==> src/sv/greedy_gc_victim_bucket_lists_core_defines.svh <==
// Assertion macros used by the victim tracker controller.
`ifndef GREEDY_GC_VICTIM_BUCKET_LISTS_CORE_DEFINES_SVH
`define GREEDY_GC_VICTIM_BUCKET_LISTS_CORE_DEFINES_SVH
// Implication checked at every rising clock edge outside reset.
`define GGC_ASSERT_IMP(lbl, clk, rst, ante, cons) \
   lbl: assert property (@(posedge clk) disable iff (rst) (ante) |-> (cons)) \
      else $error("assertion failed");
// Next-cycle implication checked outside reset.
`define GGC_ASSERT_NXT(lbl, clk, rst, ante, cons) \
   lbl: assert property (@(posedge clk) disable iff (rst) (ante) |=> (cons)) \
      else $error("assertion failed");
`endif

==> src/sv/ggc_vbl_pkg.sv <==
// Package with types and constants of the victim tracker.
package ggc_vbl_pkg;
   localparam int NUM_DIES_C = 8;
   localparam int BLOCKS_PER_DIE_C = 1024;
   localparam int SLICES_PER_BLOCK_C = 128;
   localparam int FUNC_W = 2;
   localparam int DIE_W = 3;
   localparam int BLOCK_W = 10;
   localparam int BUCKET_W = 8;

   localparam logic [FUNC_W-1:0] FUNC_INSERT = 2'd0;
   localparam logic [FUNC_W-1:0] FUNC_POP = 2'd1;
   localparam logic [FUNC_W-1:0] FUNC_REMOVE = 2'd2;

   // Controller to datapath commands, one-hot in effect.
   typedef struct packed {
      logic clear;       // clear one tail table entry after reset
      logic capture;     // take the request fields
      logic scan;        // register nonempty bitmap scan result
      logic rd_heads;    // read head and tail of the list
      logic rd_nbr;      // read links (already in rd stage)
      logic write;       // perform the list update
      logic load_rsp;    // load response register
   } ggc_cmd_type;

   typedef struct packed {
      logic done;
   } ggc_sts_type;
endpackage

==> src/sv/ggc_vbl_ctrl.sv <==
// Controller state machine of the victim tracker.
module ggc_vbl_ctrl
   import ggc_vbl_pkg::*;
(
   input  logic        clock,
   input  logic        reset,
   input  logic        req_valid,
   output logic        req_stall,
   output logic        rsp_valid,
   input  logic        rsp_stall,
   input  ggc_sts_type sts,
   output ggc_cmd_type cmd
);
`include "greedy_gc_victim_bucket_lists_core_defines.svh"
   typedef enum logic [6:0] {
      ST_IDLE  = 7'b0000001,
      ST_SCAN  = 7'b0000010,
      ST_HEADS = 7'b0000100,
      ST_LINKS = 7'b0001000,
      ST_WRITE = 7'b0010000,
      ST_RESP  = 7'b0100000,
      ST_CLEAR = 7'b1000000
   } state_type;

   state_type state_ff, state_in;
   logic rsp_valid_ff, rsp_valid_in;

   assign req_stall = (state_ff != ST_IDLE);
   assign rsp_valid = rsp_valid_ff;

   always_comb begin
      state_in = state_ff;
      rsp_valid_in = rsp_valid_ff && rsp_stall;
      cmd = '0;
      case (state_ff)
         ST_CLEAR: begin
            cmd.clear = 1'b1;
            if (sts.done) state_in = ST_IDLE;
         end
         ST_IDLE: begin
            if (req_valid && !req_stall) begin
               cmd.capture = 1'b1;
               state_in = ST_SCAN;
            end
         end
         ST_SCAN: begin
            cmd.scan = 1'b1;
            state_in = ST_HEADS;
         end
         ST_HEADS: begin
            cmd.rd_heads = 1'b1;
            state_in = ST_LINKS;
         end
         ST_LINKS: begin
            cmd.rd_nbr = 1'b1;
            state_in = ST_WRITE;
         end
         ST_WRITE: begin
            cmd.write = 1'b1;
            state_in = ST_RESP;
         end
         ST_RESP: begin
            // The result register is loaded once the previous beat has left.
            if (!(rsp_valid_ff && rsp_stall)) begin
               cmd.load_rsp = 1'b1;
               rsp_valid_in = 1'b1;
               state_in = ST_IDLE;
            end
         end
         default: state_in = ST_IDLE;
      endcase
   end

   always_ff @(posedge clock) begin
      if (reset) begin
         state_ff <= ST_CLEAR;
         rsp_valid_ff <= 1'b0;
      end else begin
         state_ff <= state_in;
         rsp_valid_ff <= rsp_valid_in;
      end
   end

   `GGC_ASSERT_IMP(a_no_accept_busy, clock, reset, state_ff != ST_IDLE, req_stall)
   `GGC_ASSERT_NXT(a_resp_sets_valid, clock, reset, state_ff == ST_RESP, rsp_valid_ff)
   `GGC_ASSERT_NXT(a_accept_scans, clock, reset, req_valid && !req_stall, state_ff == ST_SCAN)
   `GGC_ASSERT_NXT(a_rsp_held, clock, reset, rsp_valid_ff && rsp_stall, rsp_valid_ff)
endmodule

==> config.mk <==
export PLATFORM = sky130hd
export DESIGN_NAME = ggc_vbl_ctrl
export DESIGN_NICKNAME = d
export VERILOG_FILES = /design/src/sv/ggc_vbl_pkg.sv /design/src/sv/ggc_vbl_ctrl.sv
export VERILOG_INCLUDE_DIRS = /design/src /design/src/sv
export SDC_FILE = /design/constraint.sdc
export NUM_CORES = 1
export LEC_CHECK = 0
export BUFFER_PORTS_ARGS = -buffer_cell sky130_fd_sc_hd__buf_2
export CORE_AREA = 4 4 41 43
export CTS_BUF_LIST = sky130_fd_sc_hd__clkbuf_16
export CTS_CLUSTER_DIAMETER = 50
export DETAILED_ROUTE_END_ITERATION = 8
export DIE_AREA = 0 0 45 47
export HOLD_SLACK_MARGIN = 0.08
export PLACE_DENSITY_LB_ADDON = 0.1
export SLEW_MARGIN = 25
export SYNTH_ARGS = -nofsm -noshare
export SYNTH_HDL_FRONTEND = slang
export SYNTH_SLANG_ARGS = --single-unit
==> constraint.sdc <==
create_clock -name clock -period 1.8 [get_ports clock]
set_input_delay 0.36 -clock clock [delete_from_list [all_inputs] [get_ports clock]]
set_output_delay 0.36 -clock clock [all_outputs]
set_load 0.005 [all_outputs]
==> impl_metrics.prom <==
# TYPE chip_impl_metric gauge
chip_impl_metric{name="max-cap-violations",unit=""} 0
chip_impl_metric{name="clock_tree.buffer_depth",unit=""} 2
chip_impl_metric{name="timing.clock.skew",unit="ps"} 0.8852
chip_impl_metric{name="finalCritPeriodShare",unit="%"} 97.88
chip_impl_metric{name="yosys.area.top_type_share",unit="%"} 36.26
chip_impl_metric{name="place.port_buffers",unit=""} 13
chip_impl_metric{name="die_width",unit="um"} 45
chip_impl_metric{name="final_hold_viol_count",unit=""} 0
chip_impl_metric{name="min_period",unit="ps"} 1762
chip_impl_metric{name="net_switching_share_of_the_total_power",unit="%"} 18.95
chip_impl_metric{name="grt_first_pass_wirelength",unit="um"} 1580
chip_impl_info{name="synth_ff_type",value="sky130_fd_sc_hd__dfxtp_1"} 1
chip_impl_metric{name="groute.usage.overall",unit="%"} 10.55
chip_impl_metric{name="setup_viol",unit=""} 0
chip_impl_metric{name="insertion_delay",unit="ps"} 230
chip_impl_metric{name="synth_nets",unit=""} 48
chip_impl_info{name="cp_cell_sequence",value="nor2_4 > nand2_2 > or4b_4 > inv_2 > buf_6"} 1
chip_impl_metric{name="place.detailed.hpwl",unit="um"} 708
chip_impl_metric{name="setup_tns",unit="ps"} 0
chip_impl_metric{name="seq_area_frac_synth",unit="%"} 36.26
chip_impl_info{name="crit-reg2reg-capture",value="state_ff[1]"} 1
chip_impl_metric{name="area_enclosed_by_the_die_boundary",unit="um^2"} 2115
chip_impl_metric{name="final.setup.worst_slack",unit="ps"} 38.13
chip_impl_info{name="crit_family",value="simple AND/OR/NAND/NOR gates"} 1
chip_impl_metric{name="area_of_the_multi_input_gates",unit="um^2"} 282.8
chip_impl_metric{name="first_global_vias",unit=""} 400
chip_impl_metric{name="fmax",unit="MHz"} 567.6
chip_impl_info{name="cp-startpoint",value="state_ff[1]"} 1
chip_impl_info{name="grt_setup_unrepaired",value="true"} 1
chip_impl_metric{name="crit_cells",unit=""} 5
chip_impl_metric{name="post_route_cells_drive_above_1_share",unit="%"} 61.54
chip_impl_metric{name="die_h",unit="um"} 47
chip_impl_metric{name="postRouteAntennaNets",unit=""} 0
chip_impl_metric{name="avgRoutedWirePerCell",unit="um"} 12.04
chip_impl_info{name="worst_hold_path_class",value="in -> reg"} 1
chip_impl_metric{name="number_of_synthesis_warnings",unit=""} 0
chip_impl_metric{name="largest_net_degree_at_the_start_of_global_routing",unit=""} 7
chip_impl_metric{name="leakagePower",unit="nW"} 0.3233
chip_impl_metric{name="part_of_the_total_power_dissipated_in_the_clock_network",unit="%"} 58.7
chip_impl_metric{name="post-route-drc-count",unit=""} 0
chip_impl_metric{name="internal_power",unit="mW"} 0.5032
chip_impl_metric{name="power_frac_comb",unit="%"} 10.2
chip_impl_info{name="synthTopCellsByCount",value="8 x sky130_fd_sc_hd__dfxtp_1, 3 x sky130_fd_sc_hd__inv_1, 3 x sky130_fd_sc_hd__nand4b_1"} 1
chip_impl_metric{name="yosysUniqueCellTypes",unit=""} 27
chip_impl_metric{name="slew_headroom",unit="%"} 81.24
chip_impl_info{name="cp-endpoint",value="cmd[1]"} 1
chip_impl_info{name="critical_path.reg2reg.startpoint",value="state_ff[2]"} 1
chip_impl_metric{name="core_area",unit="um^2"} 1301
chip_impl_metric{name="part_of_the_power_in_registers",unit="%"} 31.1
chip_impl_info{name="most_frequently_used_cell_type_in_the_post_synthesis_netlist",value="sky130_fd_sc_hd__dfxtp_1"} 1
chip_impl_metric{name="synth.cell_area",unit="um^2"} 441.7
chip_impl_metric{name="initial_antenna_violation_count",unit=""} 0
chip_impl_metric{name="cellPowerDensity",unit="nW/um^2"} 913.8
chip_impl_info{name="tritoncts",value="yes"} 1
chip_impl_metric{name="pin_count",unit=""} 14
chip_impl_info{name="clock_tree.root_cell",value="sky130_fd_sc_hd__clkbuf_16"} 1
chip_impl_metric{name="vdd_drop_max",unit="uV"} 477.5
chip_impl_info{name="synth_top_area_cell",value="sky130_fd_sc_hd__dfxtp_1"} 1
chip_impl_info{name="start_kind",value="flop"} 1
chip_impl_metric{name="syn_area_per_cell",unit="um^2"} 10.27
chip_impl_metric{name="cp.arrival",unit="ps"} 1400
chip_impl_metric{name="critical_path_required",unit="ps"} 1440
chip_impl_info{name="status",value="complete, no violations"} 1
chip_impl_metric{name="timing.reg2reg.setup_slack",unit="ps"} 360
chip_impl_metric{name="reg2regPathDepth",unit=""} 6
chip_impl_metric{name="num-nets-final",unit=""} 72
chip_impl_metric{name="number_of_synthesized_flops_with_an_enable_pin",unit=""} 0
chip_impl_metric{name="dr.first_iter.drc_count",unit=""} 6
chip_impl_metric{name="antenna_cells",unit=""} 0
chip_impl_metric{name="worst-slew-pin-transition",unit="ps"} 280.9
chip_impl_metric{name="synthCells",unit=""} 43
chip_impl_metric{name="num_rows",unit=""} 13
chip_impl_info{name="largest_cells_by_area_after_synthesis",value="sky130_fd_sc_hd__dfxtp_1 36%, sky130_fd_sc_hd__nand4b_1 5.9%, sky130_fd_sc_hd__and4b_2 5.1%, sky130_fd_sc_hd__nor2_4 5.1%, sky130_fd_sc_hd__o211a_1 4.5%"} 1
chip_impl_metric{name="flow.area_growth_from_synthesis",unit="%"} 53.82
chip_impl_metric{name="finalWeightedCongestion",unit=""} 0.7188
chip_impl_metric{name="maximum_cell_stage_delay_along_the_critical_path",unit="ps"} 490
chip_impl_metric{name="initial_core_util",unit="%"} 33.94
chip_impl_metric{name="synth-async-reset-ratio",unit="%"} 0
chip_impl_metric{name="via_per_inst",unit=""} 5.025
chip_impl_metric{name="grt_remaining_overflow",unit=""} 0
chip_impl_metric{name="totalWireLength",unit="um"} 963
chip_impl_metric{name="slew_viol_final",unit=""} 0
chip_impl_metric{name="drt_pass1_iterations",unit=""} 4
chip_impl_metric{name="path_max_fanout",unit=""} 5
chip_impl_metric{name="vias",unit=""} 402
chip_impl_metric{name="critPathBufInv",unit=""} 2
chip_impl_info{name="worstSetupEndpointType",value="primary output"} 1
chip_impl_info{name="critPathKind",value="reg -> out"} 1
chip_impl_metric{name="cts_inserted_buffers",unit=""} 3
chip_impl_metric{name="clock_pin_slew_of_the_registers_on_the_worst_case_setup_and_hold_paths",unit="ps"} 30
chip_impl_info{name="timing.critical_path.slowest_stage_cell",value="sky130_fd_sc_hd__or4b_4"} 1
chip_impl_metric{name="n_fill_cell",unit=""} 131
chip_impl_metric{name="dp.cells",unit=""} 72
chip_impl_metric{name="stdcell_count",unit=""} 80
chip_impl_metric{name="sequential_cell_area",unit="um^2"} 175.2
chip_impl_metric{name="detailedPlace.worstSlack",unit="ps"} 177.7
chip_impl_metric{name="switchingPower",unit="mW"} 0.1177
chip_impl_metric{name="synth_seq_cells",unit=""} 8
chip_impl_metric{name="cts.sinks",unit=""} 8
chip_impl_metric{name="clock_tree.htree_level_count",unit=""} 1
==> state kept, by name (all words and copies together), names as in the netlist <==
name	cells
rsp_valid	1
state_ff	7
==> power groups by stage <==
stage	combinational, mW	sequential [mW]	clock [mW]
6_report	0.0632	0.193	0.364
5_1_grt	0.0706	0.194	0.386
4_1_cts	0.0633	0.194	0.374
3_5_place_dp	0.0565	0.197	0
3_3_place_gp	0.0571	0.197	0
2_1_floorplan	0.0346	0.195	0
==> metal layers <==
| layer | share of wire (%) | global-route usage [%] | up-vias |
|---|---|---|---|
| met5 | 0 | 0 | - |
| met4 | 0 | 5.263 | 0 |
| met3 | 7.5 | 3.448 | 0 |
| met2 | 49 | 16.38 | 13 |
| met1 | 44 | 13.10 | 179 |
| li1 | - | - | 210 |
==> placed cells by master, fill, tap and decap left out, types with 2 or more instances in the layout <==
| cell type | Yosys | layout |
|---|---|---|
| sky130_fd_sc_hd__dfxtp_1 | 8 | 2 |
| sky130_fd_sc_hd__nor4b_2 | 0 | 2 |
| sky130_fd_sc_hd__nand4b_1 | 3 | 3 |
| sky130_fd_sc_hd__buf_4 | 0 | 6 |
| sky130_fd_sc_hd__a21oi_1 | 2 | 2 |
| sky130_fd_sc_hd__nor2_4 | 2 | 2 |
| sky130_fd_sc_hd__buf_2 | 0 | 12 |
| sky130_fd_sc_hd__dfxtp_4 | 0 | 3 |
| sky130_fd_sc_hd__o211a_1 | 2 | 2 |
| sky130_fd_sc_hd__inv_1 | 3 | 2 |
| sky130_fd_sc_hd__and4b_2 | 2 | 2 |
| sky130_fd_sc_hd__clkbuf_16 | 0 | 3 |
| sky130_fd_sc_hd__dfxtp_2 | 0 | 3 |
==> stage by stage <==
stage,hold slack [ps],power [mW],cell area (um^2),utilization (%)
3_5_place_dp,480.0,0.2533,533.0,40.96
2_1_floorplan,429.1,0.2296,441.7,-
6_report,340.9,0.6208,679.4,52.21
4_1_cts,342.5,0.6313,655.6,50.38
3_3_place_gp,479.3,0.2538,533.0,40.96
5_1_grt,362.4,0.6503,679.4,52.21
==> logic make-up after synthesis <==
group / count (synthesis) / synth area share [%]
buffers and inverters: 3 / 2.549
flip-flops: 8 / 36.26
AO/OA/AOI/OAI: 10 / 17.85
XOR/XNOR: 1 / 1.983
AND/OR/NAND/NOR: 21 / 41.36
==> worst min path at each step <==
stage	start	to	slack (ps)	cells after the start
final	reset	rsp_valid	340	2
after floorplan	reset	rsp_valid	430	1
after CTS	reset	rsp_valid	340	2
after global routing	reset	rsp_valid	360	2
after detailed placement	rsp_valid	rsp_valid	480	2
after global placement	rsp_valid	rsp_valid	480	2
==> layout make-up <==
cell class              instances  share of cell area [%]
flip-flops and latches          8                   25.78
clock buffers                   3                   11.05
inverters                       3                   1.657
well taps                      15                   2.762
repair buffers                 19                   17.13
multi-input cells              32                   41.62
==> repair_timing <==
| action | in CTS | in global routing |
|---|---|---|
| gates resized for setup | 6 | 7 |
| endpoints found under the setup margin | 2 | 4 |
| pin swaps | 5 | 3 |
| buffers inserted | 5 | 0 |
| hold buffers | 0 | 0 |
No activity file was read; power rests on OpenSTA's default activity.
